### config.mk
export PLATFORM = sky130hd
export DESIGN_NAME = ppm_header_parse_and_plane_split
export DESIGN_NICKNAME = d
export VERILOG_FILES = /design/src/hw/rtl/ppmhps_pkg.sv /design/src/hw/rtl/ppmhps_in_stage.sv /design/src/hw/rtl/ppmhps_parser.sv /design/src/hw/rtl/ppmhps_out_stage.sv /design/src/hw/rtl/ppm_header_parse_and_plane_split.sv
export SDC_FILE = /design/constraint.sdc
export NUM_CORES = 1
export LEC_CHECK = 0
export BUFFER_PORTS_ARGS = -buffer_cell sky130_fd_sc_hd__buf_2
export CAP_MARGIN = 10
export CORE_MARGIN = 2
export CORE_UTILIZATION = 38
export DETAILED_ROUTE_END_ITERATION = 6
export GPL_ROUTABILITY_DRIVEN = 0
export PLACE_DENSITY = 0.53
export SYNTH_ARGS = -nofsm -noshare
export SYNTH_HDL_FRONTEND = slang
export SYNTH_SLANG_ARGS = --single-unit
### constraint.sdc
create_clock -name clock -period 7.37 [get_ports clock]
set_input_delay 1.1055 -clock clock [delete_from_list [all_inputs] [get_ports clock]]
set_output_delay 1.1055 -clock clock [all_outputs]
set_load 0.02 [all_outputs]
### src/hw/rtl/ppmhps_pkg.sv
// ----------------------------------------------------------------------------
// ppmhps_pkg
// Shared types, byte codes and field layout for the P6 header parser and
// plane splitter.
// ----------------------------------------------------------------------------
package ppmhps_pkg;

   localparam int DIM_BITS_DEFAULT = 16;
   localparam int OUT_DIM_BITS     = 16;
   localparam int PIX_BITS         = 32;

   localparam int REQ_DATA_BITS = 8;
   localparam int REQ_USER_BITS = 1;
   localparam int RSP_DATA_BITS = 64;
   localparam int RSP_USER_BITS = 3;

   // rsp_tdata layout
   localparam int RSP_ERR_LSB  = 8;
   localparam int RSP_ERR_MSB  = 10;
   localparam int RSP_DONE_BIT = 11;
   localparam int RSP_PAD_BITS = RSP_DATA_BITS - (8 + 3 + 1 + 3 * OUT_DIM_BITS);

   localparam logic [7:0] CH_P     = 8'h50;
   localparam logic [7:0] CH_SIX   = 8'h36;
   localparam logic [7:0] CH_HASH  = 8'h23;
   localparam logic [7:0] CH_LF    = 8'h0A;
   localparam logic [7:0] CH_SPACE = 8'h20;
   localparam logic [7:0] CH_TAB   = 8'h09;
   localparam logic [7:0] CH_ZERO  = 8'h30;
   localparam logic [7:0] CH_NINE  = 8'h39;

   typedef enum logic [2:0] {
      DEST_HEADER  = 3'd0,
      DEST_RED     = 3'd1,
      DEST_GREEN   = 3'd2,
      DEST_BLUE    = 3'd3,
      DEST_DISCARD = 3'd4
   } dest_type;

   typedef enum logic [2:0] {
      ERR_NONE      = 3'd0,
      ERR_MAGIC_P   = 3'd1,
      ERR_MAGIC_6   = 3'd2,
      ERR_MAGIC_SEP = 3'd3,
      ERR_WIDTH     = 3'd4,
      ERR_HEIGHT    = 3'd5,
      ERR_MAXVAL    = 3'd6,
      ERR_TRUNC     = 3'd7
   } err_type;

   typedef struct packed {
      logic [7:0] in_byte;
      logic       end_of_file;
   } req_beat_type;

   typedef struct packed {
      dest_type                out_dest;
      logic [7:0]              out_byte;
      err_type                 error_code;
      logic                    image_done;
      logic [OUT_DIM_BITS-1:0] width_seen;
      logic [OUT_DIM_BITS-1:0] height_seen;
      logic [OUT_DIM_BITS-1:0] maxval_seen;
   } rsp_item_type;

   function automatic logic is_sep(input logic [7:0] b);
      return (b == CH_SPACE) || (b == CH_TAB) || (b == CH_LF);
   endfunction

   function automatic logic is_digit(input logic [7:0] b);
      return (b >= CH_ZERO) && (b <= CH_NINE);
   endfunction

endpackage

### src/hw/rtl/ppmhps_in_stage.sv
// ----------------------------------------------------------------------------
// ppmhps_in_stage
// Input register: holds one request beat until the parser takes it.
// ----------------------------------------------------------------------------
module ppmhps_in_stage (
   input  logic                      clock,
   input  logic                      reset,
   input  logic                      req_tvalid,
   output logic                      req_tready,
   input  logic [7:0]                req_tdata,   // in_byte
   input  logic                      req_tuser,   // end_of_file
   input  logic                      take,
   output logic                      beat_valid,
   output ppmhps_pkg::req_beat_type  beat
);
   import ppmhps_pkg::*;

   logic         valid_ff, valid_in;
   req_beat_type beat_ff, beat_in;

   assign req_tready = !valid_ff || take;

   always_comb begin
      valid_in = valid_ff;
      beat_in  = beat_ff;
      if (req_tvalid && req_tready) begin
         valid_in            = 1'b1;
         beat_in.in_byte     = req_tdata;
         beat_in.end_of_file = req_tuser;
      end else if (take) begin
         valid_in = 1'b0;
      end
   end

   always_ff @(posedge clock) begin
      if (reset) begin
         valid_ff <= 1'b0;
      end else begin
         valid_ff <= valid_in;
      end
      beat_ff <= beat_in;
   end

   assign beat_valid = valid_ff;
   assign beat       = beat_ff;

endmodule

### src/hw/rtl/ppmhps_parser.sv
// ----------------------------------------------------------------------------
// ppmhps_parser
// Header parse state, dimension accumulators, pixel counter and the
// per-byte next-state and tagging logic.
// ----------------------------------------------------------------------------
module ppmhps_parser #(
   parameter int DIM_BITS = ppmhps_pkg::DIM_BITS_DEFAULT
) (
   input  logic                      clock,
   input  logic                      reset,
   input  logic                      step,
   input  ppmhps_pkg::req_beat_type  beat,
   output ppmhps_pkg::rsp_item_type  item
);
   import ppmhps_pkg::*;

   localparam int PROD_BITS = 2 * DIM_BITS;
   localparam int EXT_BITS  = (PROD_BITS > PIX_BITS) ? PROD_BITS : PIX_BITS + 1;
   localparam logic [DIM_BITS-1:0] DIM_MAX = '1;

   typedef enum logic [9:0] {
      PH_MAGIC_P   = 10'b00_0000_0001,
      PH_MAGIC_6   = 10'b00_0000_0010,
      PH_MAGIC_SEP = 10'b00_0000_0100,
      PH_W_FIRST   = 10'b00_0000_1000,
      PH_WIDTH     = 10'b00_0001_0000,
      PH_HEIGHT    = 10'b00_0010_0000,
      PH_MAXVAL    = 10'b00_0100_0000,
      PH_PIXELS    = 10'b00_1000_0000,
      PH_DONE      = 10'b01_0000_0000,
      PH_ERROR     = 10'b10_0000_0000
   } phase_type;

   function automatic logic [DIM_BITS-1:0] acc_digit(input logic [DIM_BITS-1:0] acc,
                                                      input logic [7:0] b);
      logic [DIM_BITS+3:0] v;
      v = ({4'b0, acc} << 3) + ({4'b0, acc} << 1) + (DIM_BITS + 4)'(b[3:0]);
      return (v > {4'b0, DIM_MAX}) ? DIM_MAX : v[DIM_BITS-1:0];
   endfunction

   phase_type            phase_ff, phase_in;
   logic                 comment_ff, comment_in;
   logic [DIM_BITS-1:0]  width_ff, width_in;
   logic [DIM_BITS-1:0]  height_ff, height_in;
   logic [DIM_BITS-1:0]  maxval_ff, maxval_in;
   logic [PIX_BITS-1:0]  pixels_ff, pixels_in;
   logic [1:0]           chan_ff, chan_in;
   err_type              err_ff, err_in;
   logic [PROD_BITS-1:0] prod_ff, prod_in;

   logic [EXT_BITS-1:0]  prod_ext;
   logic [PIX_BITS-1:0]  pix_total;
   logic [PIX_BITS-1:0]  pix_dec;
   logic [7:0]           b;
   dest_type             dest;
   logic [7:0]           obyte;

   // width and height settle at least one beat before the maxval separator
   assign prod_in   = PROD_BITS'(width_ff) * PROD_BITS'(height_ff);
   assign prod_ext  = EXT_BITS'(prod_ff);
   assign pix_total = (|prod_ext[EXT_BITS-1:PIX_BITS]) ? '1 : prod_ext[PIX_BITS-1:0];
   assign pix_dec   = (pixels_ff != '0) ? pixels_ff - PIX_BITS'(1) : '0;
   assign b         = beat.in_byte;

   always_comb begin
      phase_in   = phase_ff;
      comment_in = comment_ff;
      width_in   = width_ff;
      height_in  = height_ff;
      maxval_in  = maxval_ff;
      pixels_in  = pixels_ff;
      chan_in    = chan_ff;
      err_in     = err_ff;
      dest       = DEST_DISCARD;
      obyte      = '0;
      if (beat.end_of_file) begin
         if (phase_ff != PH_DONE && phase_ff != PH_ERROR) begin
            err_in   = ERR_TRUNC;
            phase_in = PH_ERROR;
         end
      end else begin
         obyte = b;
         unique case (phase_ff)
            PH_DONE, PH_ERROR: begin
               dest = DEST_DISCARD;
            end
            PH_PIXELS: begin
               dest = dest_type'(DEST_RED + {1'b0, chan_ff});
               if (chan_ff >= 2'd2) begin
                  chan_in   = 2'd0;
                  pixels_in = pix_dec;
                  if (pix_dec == '0) begin
                     phase_in = PH_DONE;
                  end
               end else begin
                  chan_in = chan_ff + 2'd1;
               end
            end
            default: begin
               dest = DEST_HEADER;
               if ((phase_ff == PH_MAGIC_P || phase_ff == PH_W_FIRST) &&
                   (comment_ff || b == CH_HASH)) begin
                  comment_in = (b != CH_LF);
               end else begin
                  unique case (phase_ff)
                     PH_MAGIC_P: begin
                        if (b == CH_P) begin
                           phase_in = PH_MAGIC_6;
                        end else begin
                           err_in   = ERR_MAGIC_P;
                           phase_in = PH_ERROR;
                        end
                     end
                     PH_MAGIC_6: begin
                        if (b == CH_SIX) begin
                           phase_in = PH_MAGIC_SEP;
                        end else begin
                           err_in   = ERR_MAGIC_6;
                           phase_in = PH_ERROR;
                        end
                     end
                     PH_MAGIC_SEP: begin
                        if (is_sep(b)) begin
                           phase_in = PH_W_FIRST;
                        end else begin
                           err_in   = ERR_MAGIC_SEP;
                           phase_in = PH_ERROR;
                        end
                     end
                     PH_W_FIRST, PH_WIDTH: begin
                        if (is_digit(b)) begin
                           phase_in = PH_WIDTH;
                           width_in = acc_digit(width_ff, b);
                        end else if (is_sep(b)) begin
                           phase_in = PH_HEIGHT;
                        end else begin
                           err_in   = ERR_WIDTH;
                           phase_in = PH_ERROR;
                        end
                     end
                     PH_HEIGHT: begin
                        if (is_digit(b)) begin
                           height_in = acc_digit(height_ff, b);
                        end else if (is_sep(b)) begin
                           phase_in = PH_MAXVAL;
                        end else begin
                           err_in   = ERR_HEIGHT;
                           phase_in = PH_ERROR;
                        end
                     end
                     default: begin
                        if (is_digit(b)) begin
                           maxval_in = acc_digit(maxval_ff, b);
                        end else if (is_sep(b)) begin
                           pixels_in = pix_total;
                           chan_in   = 2'd0;
                           phase_in  = (pix_total == '0) ? PH_DONE : PH_PIXELS;
                        end else begin
                           err_in   = ERR_MAXVAL;
                           phase_in = PH_ERROR;
                        end
                     end
                  endcase
               end
            end
         endcase
      end
   end

   always_ff @(posedge clock) begin
      if (reset) begin
         phase_ff   <= PH_MAGIC_P;
         comment_ff <= 1'b0;
         width_ff   <= '0;
         height_ff  <= '0;
         maxval_ff  <= '0;
         pixels_ff  <= '0;
         chan_ff    <= 2'd0;
         err_ff     <= ERR_NONE;
      end else if (step) begin
         phase_ff   <= phase_in;
         comment_ff <= comment_in;
         width_ff   <= width_in;
         height_ff  <= height_in;
         maxval_ff  <= maxval_in;
         pixels_ff  <= pixels_in;
         chan_ff    <= chan_in;
         err_ff     <= err_in;
      end
      prod_ff <= prod_in;
   end

   always_comb begin
      item.out_dest    = dest;
      item.out_byte    = obyte;
      item.error_code  = err_in;
      item.image_done  = (phase_in == PH_DONE);
      item.width_seen  = OUT_DIM_BITS'(width_in);
      item.height_seen = OUT_DIM_BITS'(height_in);
      item.maxval_seen = OUT_DIM_BITS'(maxval_in);
   end

endmodule

### src/hw/rtl/ppmhps_out_stage.sv
// ----------------------------------------------------------------------------
// ppmhps_out_stage
// Result register: holds one response beat until the sink takes it.
// ----------------------------------------------------------------------------
module ppmhps_out_stage (
   input  logic                                  clock,
   input  logic                                  reset,
   input  logic                                  load,
   input  ppmhps_pkg::rsp_item_type              item,
   output logic                                  space,
   output logic                                  rsp_tvalid,
   input  logic                                  rsp_tready,
   // out_byte, error_code, image_done, width_seen, height_seen, maxval_seen
   output logic [ppmhps_pkg::RSP_DATA_BITS-1:0]  rsp_tdata,
   // out_dest
   output logic [ppmhps_pkg::RSP_USER_BITS-1:0]  rsp_tuser
);
   import ppmhps_pkg::*;

   logic         valid_ff, valid_in;
   rsp_item_type item_ff, item_in;

   assign space = !valid_ff || rsp_tready;

   always_comb begin
      valid_in = valid_ff;
      item_in  = item_ff;
      if (load) begin
         valid_in = 1'b1;
         item_in  = item;
      end else if (rsp_tready) begin
         valid_in = 1'b0;
      end
   end

   always_ff @(posedge clock) begin
      if (reset) begin
         valid_ff <= 1'b0;
      end else begin
         valid_ff <= valid_in;
      end
      item_ff <= item_in;
   end

   assign rsp_tvalid = valid_ff;
   assign rsp_tuser  = item_ff.out_dest;
   assign rsp_tdata  = {{RSP_PAD_BITS{1'b0}}, item_ff.maxval_seen, item_ff.height_seen,
                        item_ff.width_seen, item_ff.image_done, item_ff.error_code,
                        item_ff.out_byte};

endmodule

### src/hw/rtl/ppm_header_parse_and_plane_split.sv
// ----------------------------------------------------------------------------
// ppm_header_parse_and_plane_split
// Binary PPM (P6) header parser and color plane splitter, one byte per beat.
// ----------------------------------------------------------------------------
// Takes one byte per clock, with no bubbles while the sink keeps rsp_tready
// high, and returns one tagged beat per input beat through the input register
// and then the result register. The per-byte parse is a single pass of logic
// between the two registers; the width*height pixel count comes from a
// registered multiplier that runs in the background while maxval is parsed, so
// it never holds up the stream. Errors are sticky; only reset starts a new
// image.
module ppm_header_parse_and_plane_split #(
   parameter int DIM_BITS = ppmhps_pkg::DIM_BITS_DEFAULT
) (
   input  logic                                  clock,
   input  logic                                  reset,
   input  logic                                  req_tvalid,
   output logic                                  req_tready,
   // in_byte
   input  logic [ppmhps_pkg::REQ_DATA_BITS-1:0]  req_tdata,
   // end_of_file
   input  logic [ppmhps_pkg::REQ_USER_BITS-1:0]  req_tuser,
   output logic                                  rsp_tvalid,
   input  logic                                  rsp_tready,
   // out_byte, error_code, image_done, width_seen, height_seen, maxval_seen
   output logic [ppmhps_pkg::RSP_DATA_BITS-1:0]  rsp_tdata,
   // out_dest
   output logic [ppmhps_pkg::RSP_USER_BITS-1:0]  rsp_tuser
);
   import ppmhps_pkg::*;

   logic         beat_valid;
   req_beat_type beat;
   logic         space;
   logic         step;
   rsp_item_type item;

   assign step = beat_valid && space;

   ppmhps_in_stage u_in_stage (
      .clock      (clock),
      .reset      (reset),
      .req_tvalid (req_tvalid),
      .req_tready (req_tready),
      .req_tdata  (req_tdata),
      .req_tuser  (req_tuser[0]),
      .take       (step),
      .beat_valid (beat_valid),
      .beat       (beat)
   );

   ppmhps_parser #(
      .DIM_BITS (DIM_BITS)
   ) u_parser (
      .clock (clock),
      .reset (reset),
      .step  (step),
      .beat  (beat),
      .item  (item)
   );

   ppmhps_out_stage u_out_stage (
      .clock      (clock),
      .reset      (reset),
      .load       (step),
      .item       (item),
      .space      (space),
      .rsp_tvalid (rsp_tvalid),
      .rsp_tready (rsp_tready),
      .rsp_tdata  (rsp_tdata),
      .rsp_tuser  (rsp_tuser)
   );

endmodule

==> impl_metrics.env, run 1 <==
export IMPL_status="finished clean"
export IMPL_via_per_inst=5.41
export IMPL_ys_seq_area_share_pct=23.4
export IMPL_route_detailed_drc=0
export IMPL_grtUsageTotal_pct=19.3
export IMPL_setup_violations=0
export IMPL_grt_overflow_total=0
export IMPL_row_count=84
export IMPL_dpl_hpwl_mm=40.5
export IMPL_dr_pass1_iters=5
export IMPL_synth_compound_area_share_pct=13.1
export IMPL_area_growth_synth_to_final_pct=9.72
export IMPL_crit_type="reg2reg"
export IMPL_synthDistinctLibCells=84
export IMPL_place_area_um2=21400
export IMPL_totalNegativeSetupSlack_ns=0
export IMPL_grt_start_max_net_pins=67
export IMPL_io_buffer_count=77
export IMPL_die_area_um2=55400
export IMPL_critical_path_endpoint_type="register"
export IMPL_hold_class="reg2reg"
export IMPL_skew_ns=0.0425
export IMPL_cp_slowest_cell="dfxtp_1"
export IMPL_root_buffer="clkbuf_16"
export IMPL_tightest_slew_ns=1.17
export IMPL_ir_drop_v=0.000140
export IMPL_cts_made_buffers=25
export IMPL_rsz0062_at_grt="false"
export IMPL_pwr_share_comb_pct=4.6
export IMPL_p_sw_w=0.000653
export IMPL_clkLatencyLatePin_ns=0.59
export IMPL_required_ns=7.85
export IMPL_crit_path_frequent_cell="fa_1"
export IMPL_synth_edf_count=72
export IMPL_max_freq_mhz=150
export IMPL_synth_common_cells="261 x inv_1, 216 x nor2_1, 215 x nand2_1"
export IMPL_fill_cells=5301
export IMPL_synth_area_um2=20300
export IMPL_htree_num_levels=1
export IMPL_relSlewSlack_pct=21.9
export IMPL_path_max_fanout=20
export IMPL_avgSynthCellArea_um2=8.82
export IMPL_pin_count=82
export IMPL_cts_path_max_buffers=3
export IMPL_cts_setup_buffers=0
export IMPL_switching_share_pct=24.0
export IMPL_drive_gt1_share_pct=8.07
export IMPL_initial_utilization_pct=38.6
export IMPL_finalHoldViolations=0
export IMPL_fin_crit_sh_pct=90.7
export IMPL_intPower_w=0.00206
export IMPL_synth_ff_type="dfxtp_1"
export IMPL_synth_most_common_cell="inv_1"
export IMPL_p_per_area_nw_per_um2=122
export IMPL_ant_nets=0
export IMPL_leakagePower_nw=10.3
export IMPL_synth_adder_area_share_pct=32.1
export IMPL_synthArstFlopShare_pct=0
export IMPL_antenna_cells=0
export IMPL_ys_ff_latch=202
export IMPL_drt_total_wl_mm=53.6
export IMPL_dieHeight_um=235
export IMPL_synth_top_family_by_area="adder cells"
export IMPL_synth_area_top_cells="fa_1 20%, dfxtp_1 13%, ha_1 12%"
export IMPL_finalInstanceArea_um2=22300
export IMPL_postCtsHoldBufs=0
export IMPL_vias=16400
export IMPL_grt_pass1_vias=16700
export IMPL_maxSlewViolCount=0
export IMPL_final_nets=2738
export IMPL_crit_arrival_ns=7.16
export IMPL_p_seq_share_pct=43.8
export IMPL_muxShareOfSynthArea_pct=0.406
export IMPL_critPathMaxStageDelay_ns=0.98
export IMPL_numClockSinks=202
export IMPL_cts_tree="built"
export IMPL_yosys_area_share_simple_pct=20.2
export IMPL_grt_pass1_wl_mm=88.4
export IMPL_cts_resized=0
export IMPL_synth_top_area_share_pct=19.7
export IMPL_die_x_um=235
export IMPL_p_clk_share_pct=51.6
export IMPL_drtIter0Drc=987
export IMPL_period_needed_ns=6.68
export IMPL_clk_pin_slew_ns=0.07
export IMPL_maxCapViolations=0
export IMPL_crit_chain="nand2_1, fa_1, inv_1, fa_1, ha_1, inv_1, fa_1, fa_1, inv_1, fa_1, ha_1, or4_1, o211ai_1, o22a_1, a31oi_1, a2111oi_0, o21bai_1, a21oi_1, xnor2_1"
export IMPL_startpoint_type="register"
export IMPL_ys_warn_count=0
export IMPL_wl_per_cell_um=17.7
export IMPL_ff2ff_setup_slack_ns=0.69
export IMPL_synth_largest_area_cell="fa_1"
export IMPL_post_route_util_pct=42.3
export IMPL_synth_xor_area_share_pct=3.23
export IMPL_antenna_found_initial=0
export IMPL_netlist_instances=2307
export IMPL_core_region_area_um2=52800
cell families after synthesis:
| group | count (synthesis) |
|---|---|
| xor+xnor | 75 |
| flops | 202 |
| other cells | 1 |
| fa+ha+maj | 402 |
| mux | 8 |
| buf+inv | 391 |
| simple gates | 832 |
| compound gates | 396 |
placed cells by master (no fill, tap or decap), types with 39 or more instances in the layout:
master    count
buf_4        39
nor2_1      216
nor3_1       85
edfxtp_1     72
a211oi_1     57
fa_1        200
and2_1      129
buf_2        76
dfxtp_1     130
ha_1        202
xnor2_1      46
nand2_1     215
o21ai_0      58
a21oi_1      96
inv_1       261
layer usage:
metal,wire length [µm],up-vias,global-route usage (%)
met4,1070,0,4.36
li1,-,7850,-
met1,24900,8182,26.4
met3,2000,68,2.23
met5,0,-,0
met2,25600,303,32.8
final timing paths:
kind / depth (start not counted) / startpoint / end
worst max-delay path: 19 / u_parser.width_ff[5]$_SDFFE_PP0P_ / u_parser.pix_total[31]$_DFF_P_
worst min register to register: 2 / u_parser.err_ff[2]$_SDFFE_PP0P_ / u_parser.err_ff[2]$_SDFFE_PP0P_
worst max register to register: 19 / u_parser.width_ff[5]$_SDFFE_PP0P_ / u_parser.pix_total[31]$_DFF_P_
worst min-delay path: 2 / u_parser.err_ff[2]$_SDFFE_PP0P_ / u_parser.err_ff[2]$_SDFFE_PP0P_
power groups by stage:
stage                     Sequential (W)  Clock, W  Combinational [W]
final                            0.00119   0.00140           0.000125
after global routing             0.00119   0.00147           0.000136
after CTS                        0.00119   0.00143           0.000126
after detailed placement         0.00122         0           0.000125
after global placement           0.00121         0           0.000125
after floorplan                  0.00123         0          0.0000709
stage by stage:
stage / cells / setup slack [ns] / total power, W / hold slack (ns)
after CTS: 3030 / 0.660 / 0.00275 / 0.489
after floorplan: 2310 / 1.20 / 0.00130 / 0.436
final: 3030 / 0.689 / 0.00272 / 0.487
after detailed placement: 2984 / 0.668 / 0.00134 / 0.473
after global routing: 3030 / 0.258 / 0.00280 / 0.510
after global placement: 2984 / 0.794 / 0.00134 / 0.449
sequential cells by signal, summed over array words and instances, names as in the netlist:
name	cells
u_parser.pix_total	32
u_parser.err_ff	3
u_out_stage.rsp_tuser	3
u_parser.phase_ff	10
u_parser.chan_ff	2
u_in_stage.beat	9
u_in_stage.beat_valid	1
u_parser.comment_ff	1
u_parser.maxval_ff	16
u_parser.width_ff	16
u_parser.height_ff	16
u_parser.pixels_ff	32
u_out_stage.rsp_tvalid	1
u_out_stage.rsp_tdata	60
worst max-delay path: cells and delay by family (launching register included):
| family | cells | cell delay, ns |
|---|---|---|
| xor gates and xnor gates | 1 | 0.13 |
| buffers and inverters | 3 | 0.14 |
| adders and majority gates | 7 | 2.93 |
| and+or+nand+nor | 2 | 0.69 |
| DFF | 1 | 0.98 |
| AOI/OAI and AO/OA | 6 | 1.72 |
layout make-up:
type | instances | area, µm² | share of cell area [%]
Multi-Input combinational cell | 1717 | 14100 | 63.2
Clock buffer | 31 | 726 | 3.25
Tap cell | 688 | 861 | 3.86
Timing Repair Buffer | 115 | 673 | 3.02
Clock inverter | 15 | 214 | 0.958
Inverter | 262 | 985 | 4.41
Sequential cell | 202 | 4760 | 21.3
Power figures use the tool's default switching activity.
==> inputs of run 2 (changes only) <==
--- a/config.mk
+++ b/config.mk
@@ -12,6 +12,7 @@
 export DETAILED_ROUTE_END_ITERATION = 6
 export GPL_ROUTABILITY_DRIVEN = 0
 export PLACE_DENSITY = 0.53
+export REMOVE_ABC_BUFFERS = 1
 export SYNTH_ARGS = -nofsm -noshare
 export SYNTH_HDL_FRONTEND = slang
 export SYNTH_SLANG_ARGS = --single-unit
==> run 2 against run 1 <==
- register-to-register slack better by 0.08 ns
- design area rose by 0.10%
- global-route usage rose by 0.42 points
- combinational power about the same
- non-clock buffer count is 5 higher
- critical endpoint unchanged
- worst hold slack lost 0.020 ns
- highest routed layer unchanged
- clock skew decreased by 0.022 ns
- setup slack better by 0.085 ns
- fmax rose by 1.3%
- sequential share of layout area about the same
==> impl_metrics.env, run 2 (synthesized netlist as in run 1, its figures left out) <==
export IMPL_finalHoldViolations=0
export IMPL_initial_utilization_pct=38.6
export IMPL_drt_total_wl_mm=54.0
export IMPL_final_nets=2743
export IMPL_fin_crit_sh_pct=89.5
export IMPL_regArea_um2=4760
export IMPL_layout_commonest_cell="inv_1"
export IMPL_met3_usage_pct=2.16
export IMPL_worst_r2r_startpoint="u_parser.height_ff[1]$_SDFFE_PP0P_"
export IMPL_cts_tree="built"
export IMPL_period_needed_ns=6.60
export IMPL_crit_cells=20
export IMPL_crit_path_frequent_cell="fa_1"
export IMPL_antenna_found_initial=0
export IMPL_finalPower_w=0.00271
export IMPL_cts_made_buffers=25
export IMPL_dp_slack_ns=0.799
export IMPL_grtUsageTotal_pct=19.7
export IMPL_htree_num_levels=1
export IMPL_core_region_area_um2=52800
export IMPL_io_buffer_count=77
export IMPL_dp_cells=2989
export IMPL_totalNegativeSetupSlack_ns=0
export IMPL_startpoint_type="register"
export IMPL_largest_reg_flops=60
export IMPL_fill_cells=5264
export IMPL_ir_drop_v=0.000141
export IMPL_dpl_hpwl_mm=40.8
export IMPL_cts_resized=0
export IMPL_postCtsHoldBufs=0
export IMPL_grt_pass1_wl_mm=89.2
export IMPL_row_count=84
export IMPL_drtIter0Drc=914
export IMPL_antenna_cells=0
export IMPL_grt_most_used_layer="met2"
export IMPL_crit_start="u_parser.height_ff[1]$_SDFFE_PP0P_"
export IMPL_grt_pass1_vias=16900
export IMPL_via_per_inst=5.41
export IMPL_die_area_um2=55400
export IMPL_cp_top_family="adder cells"
export IMPL_r2r_cells=20
export IMPL_vias=16400
export IMPL_grt_util_met1_pct=26.3
export IMPL_ant_nets=0
export IMPL_wl_per_cell_um=17.8
export IMPL_skew_ns=0.0206
export IMPL_required_ns=7.83
export IMPL_p_per_area_nw_per_um2=121
export IMPL_ff2ff_setup_slack_ns=0.77
export IMPL_grt_start_max_net_pins=69
export IMPL_hold_class="reg2reg"
export IMPL_multi_input_area_um2=14100
export IMPL_cts_path_max_buffers=3
export IMPL_dieHeight_um=235
export IMPL_stdcell_count=3035
export IMPL_path_max_fanout=20
export IMPL_dr_pass1_iters=5
export IMPL_grt_use_met2_pct=33.5
export IMPL_die_x_um=235
export IMPL_crit_chain="nand2_1, fa_1, fa_1, inv_1, fa_1, fa_1, fa_1, inv_1, fa_1, inv_1, ha_1, nand4_1, o211ai_1, a211oi_1, o22a_1, a31oi_1, a2111oi_0, o21bai_1, a21oi_1, xnor2_1"
export IMPL_cts_setup_buffers=0
export IMPL_setup_violations=0
export IMPL_crit_arrival_ns=7.05
export IMPL_critPathMaxStageDelay_ns=0.82
export IMPL_route_detailed_drc=0
export IMPL_grt_overflow_total=0
export IMPL_pin_count=82
export IMPL_cp_slowest_cell="dfxtp_1"
export IMPL_numClockSinks=202
export IMPL_tightest_slew_ns=1.22
export IMPL_crit_type="reg2reg"
export IMPL_max_freq_mhz=152
export IMPL_layout_setup_ws_ns=0.774
export IMPL_endpoint="u_parser.pix_total[31]$_DFF_P_"
export IMPL_clkLatencyLatePin_ns=0.55
export IMPL_relSlewSlack_pct=18.0
export IMPL_drive_gt1_share_pct=8.05
export IMPL_r2r_end="u_parser.pix_total[31]$_DFF_P_"
export IMPL_status="finished clean"
export IMPL_clk_pin_slew_ns=0.06
export IMPL_rsz0062_at_grt="false"
export IMPL_maxSlewViolCount=0
export IMPL_leakagePower_nw=10.3
export IMPL_critical_path_endpoint_type="register"
export IMPL_crit_buf_inv=3
export IMPL_area_growth_synth_to_final_pct=9.83
export IMPL_root_buffer="clkbuf_16"
export IMPL_maxCapViolations=0
export IMPL_final_cell_mix="261 x inv_1, 216 x nor2_1, 215 x nand2_1, 202 x ha_1, 200 x fa_1"
[run 2: how the worst min path moves through the flow]
| stage | start | endpoint | cells after the start |
|---|---|---|---|
| 2_1_floorplan | u_parser.err_ff[2]$_SDFFE_PP0P_ | u_parser.err_ff[2]$_SDFFE_PP0P_ | 2 |
| 3_3_place_gp | u_parser.err_ff[2]$_SDFFE_PP0P_ | u_parser.err_ff[2]$_SDFFE_PP0P_ | 2 |
| 3_5_place_dp | u_parser.err_ff[2]$_SDFFE_PP0P_ | u_parser.err_ff[2]$_SDFFE_PP0P_ | 2 |
| 4_1_cts | u_parser.err_ff[2]$_SDFFE_PP0P_ | u_parser.err_ff[2]$_SDFFE_PP0P_ | 2 |
| 5_1_grt | u_parser.err_ff[2]$_SDFFE_PP0P_ | u_parser.err_ff[2]$_SDFFE_PP0P_ | 2 |
| 6_report | u_parser.err_ff[2]$_SDFFE_PP0P_ | u_parser.err_ff[2]$_SDFFE_PP0P_ | 2 |
[run 2: metrics by stage]
stage               utilization, %  hold slack [ns]  instance area (µm²)
detailed placement            40.6            0.456                21400
global placement              40.6            0.454                21400
CTS                           42.4            0.468                22300
global route                  42.4            0.520                22300
finish                        42.4            0.467                22300
floorplan                        -            0.429                19800
[run 2: power by group]
part           switching (W)  leakage (nW)  internal, W
Combinational      0.0000869          8.10    0.0000362
Clock               0.000507         0.456     0.000892
Sequential         0.0000153          1.74      0.00118
Total               0.000609          10.3      0.00210
[run 2: layer usage]
layer  wire length, µm  vias to the layer above
li1                  -                     7849
met4              1610                        0
met3              2280                       83
met1             24400                     8121
met5                 0                        -
met2             25700                      365
[run 2: worst reg2reg max path, stage by stage, from the launching register on]
cell       delay [ns]
dfxtp_1          0.82
nand2_1          0.20
fa_1             0.56
fa_1             0.55
inv_1            0.05
fa_1             0.50
fa_1             0.50
fa_1             0.50
inv_1            0.05
fa_1             0.47
inv_1            0.04
ha_1             0.37
nand4_1          0.14
o211ai_1         0.10
a211oi_1         0.19
o22a_1           0.27
a31oi_1          0.21
a2111oi_0        0.53
o21bai_1         0.14
a21oi_1          0.19
xnor2_1          0.14
[run 2: area by class of cell]
cell class,instances,area share (%)
Clock buffer,34,3.23
Clock inverter,12,0.941
Inverter,262,4.41
Multi-Input combinational cell,1717,63.1
Sequential cell,202,21.3
Tap cell,688,3.85
Timing Repair Buffer,120,3.18
==> inputs of run 3 (changes only) <==
--- a/config.mk
+++ b/config.mk
@@ -7,12 +7,15 @@
 export LEC_CHECK = 0
 export BUFFER_PORTS_ARGS = -buffer_cell sky130_fd_sc_hd__buf_2
 export CAP_MARGIN = 10
+export CELL_PAD_IN_SITES_DETAIL_PLACEMENT = 1
+export CELL_PAD_IN_SITES_GLOBAL_PLACEMENT = 1
 export CORE_MARGIN = 2
 export CORE_UTILIZATION = 38
 export DETAILED_ROUTE_END_ITERATION = 6
 export GPL_ROUTABILITY_DRIVEN = 0
-export PLACE_DENSITY = 0.53
+export PLACE_DENSITY = 0.66
 export REMOVE_ABC_BUFFERS = 1
+export SLEW_MARGIN = 10
 export SYNTH_ARGS = -nofsm -noshare
 export SYNTH_HDL_FRONTEND = slang
 export SYNTH_SLANG_ARGS = --single-unit
==> run 3 against run 2 <==
- clock skew increased by 0.0048 ns
- core utilization decreased by 0.13 points
- flip-flop and latch count unchanged
- final cell count about the same
- setup slack got worse by 0.22 ns
- wire length increased by 10%
- non-clock buffer count decreased by 6
- critical path type unchanged
- largest power group unchanged
- highest routed layer unchanged
==> impl_metrics.env, run 3 (synthesized netlist as in run 1, its figures left out) <==
export IMPL_status="finished clean"
export IMPL_htree_num_levels=1
export IMPL_die_area_um2=55400
export IMPL_grt_overflow_total=0
export IMPL_grt_pass1_vias=18000
export IMPL_row_count=84
export IMPL_fin_crit_sh_pct=92.5
export IMPL_vias=16700
export IMPL_wl_per_cell_um=19.6
export IMPL_ant_nets=0
export IMPL_dpl_hpwl_mm=45.2
export IMPL_die_x_um=235
export IMPL_antenna_found_initial=0
export IMPL_cts_resized=0
export IMPL_path_max_fanout=20
export IMPL_dp_cells=2983
export IMPL_hold_class="reg2reg"
export IMPL_totalNegativeSetupSlack_ns=0
export IMPL_crit_type="reg2reg"
export IMPL_area_growth_synth_to_final_pct=9.49
export IMPL_grt_start_max_net_pins=80
export IMPL_largest_reg_flops=60
export IMPL_drt_total_wl_mm=59.5
export IMPL_drtIter0Drc=752
export IMPL_tightest_slew_ns=1.25
export IMPL_numClockSinks=202
export IMPL_leakagePower_nw=10.3
export IMPL_regArea_um2=4760
export IMPL_pin_count=82
export IMPL_final_cell_mix="261 x inv_1, 216 x nor2_1, 215 x nand2_1, 202 x ha_1, 200 x fa_1"
export IMPL_postCtsHoldBufs=0
export IMPL_core_region_area_um2=52800
export IMPL_dieHeight_um=235
export IMPL_finalPower_w=0.00267
export IMPL_io_buffer_count=77
export IMPL_ir_drop_v=0.000140
export IMPL_maxCapViolations=0
export IMPL_drive_gt1_share_pct=7.97
export IMPL_crit_arrival_ns=7.25
export IMPL_finalHoldViolations=0
export IMPL_clk_pin_slew_ns=0.06
export IMPL_fill_cells=6182
export IMPL_multi_input_area_um2=14100
export IMPL_cts_path_max_buffers=3
export IMPL_root_buffer="clkbuf_16"
export IMPL_setup_violations=0
export IMPL_cts_setup_buffers=0
export IMPL_final_nets=2739
export IMPL_p_per_area_nw_per_um2=120
export IMPL_maxSlewViolCount=0
export IMPL_required_ns=7.81
export IMPL_skew_ns=0.0254
export IMPL_relSlewSlack_pct=16.9
export IMPL_cts_tree="built"
export IMPL_antenna_cells=0
export IMPL_critical_path_endpoint_type="register"
export IMPL_period_needed_ns=6.82
export IMPL_route_detailed_drc=0
export IMPL_via_per_inst=5.51
export IMPL_cts_made_buffers=27
export IMPL_layout_commonest_cell="inv_1"
export IMPL_grtUsageTotal_pct=21.6
export IMPL_max_freq_mhz=147
export IMPL_dr_pass1_iters=4
export IMPL_startpoint_type="register"
export IMPL_rsz0062_at_grt="false"
export IMPL_grt_pass1_wl_mm=97.7
export IMPL_clkLatencyLatePin_ns=0.58
export IMPL_stdcell_count=3033
export IMPL_initial_utilization_pct=38.6
-- run 3: cell types whose count changed in the layout (fill, tap and decap cells not counted), moves of 2 or more --
cell / change
buf_4: -6
bufinv_16: -4
clkbuf_1: +2
clkinv_1: -2
clkinv_4: +2
-- run 3: worst max-delay path, cell delays in order, from the launching register on --
cell	delay, ns
dfxtp_1	0.93
nand2_1	0.19
fa_1	0.58
inv_1	0.05
fa_1	0.50
inv_1	0.06
fa_1	0.52
inv_1	0.06
fa_1	0.44
fa_1	0.52
inv_1	0.05
fa_1	0.47
inv_1	0.04
ha_1	0.36
nand4_1	0.13
o211ai_1	0.10
a211oi_1	0.20
o22a_1	0.28
a31oi_1	0.21
a2111oi_0	0.56
o21bai_1	0.14
a21oi_1	0.19
xnor2_1	0.08
-- run 3: final timing paths --
kind                                      from                               to  slack [ns]  depth (start not counted)
max reg2reg  u_parser.width_ff[7]$_SDFFE_PP0P_   u_parser.pix_total[31]$_DFF_P_        0.55                         22
min            u_parser.err_ff[2]$_SDFFE_PP0P_  u_parser.err_ff[2]$_SDFFE_PP0P_        0.49                          2
max          u_parser.width_ff[7]$_SDFFE_PP0P_   u_parser.pix_total[31]$_DFF_P_        0.55                         22
min reg2reg    u_parser.err_ff[2]$_SDFFE_PP0P_  u_parser.err_ff[2]$_SDFFE_PP0P_        0.49                          2
-- run 3: metrics by stage --
step | cell area (µm²) | setup slack, ns | hold slack [ns] | utilization, %
6_report | 22300 | 0.555 | 0.486 | 42.2
5_1_grt | 22300 | 0.0783 | 0.522 | 42.2
4_1_cts | 22300 | 0.582 | 0.488 | 42.2
3_5_place_dp | 21400 | 0.593 | 0.472 | 40.5
3_3_place_gp | 21400 | 0.733 | 0.458 | 40.5
2_1_floorplan | 19800 | 1.48 | 0.429 | -
-- run 3: per-layer routing --
metal / vias to the layer above / GRT usage, % / part of all wire (%) / wire, µm
met3: 86 / 2.69 / 3.2 / 1910
met1: 8526 / 28.1 / 46 / 27200
met4: 0 / 5.31 / 2.4 / 1440
met5: - / 0 / 0 / 0
li1: 7847 / - / - / -
met2: 264 / 37.8 / 49 / 28900
-- run 3: layout make-up --
| class | instances | share of cell area [%] |
|---|---|---|
| repair buffers | 114 | 2.99 |
| clock buffers | 38 | 3.44 |
| well taps | 688 | 3.86 |
| flip-flops and latches | 202 | 21.4 |
| multi-input cells | 1717 | 63.3 |
| clock inverters | 12 | 0.635 |
| inverters | 262 | 4.42 |
-- run 3: where the power goes --
group	internal, W	total [W]	switching [W]
clock network	0.000801	0.00135	0.000553
logic	0.0000363	0.000128	0.0000914
registers	0.00118	0.00119	0.0000168
total	0.00201	0.00267	0.000661
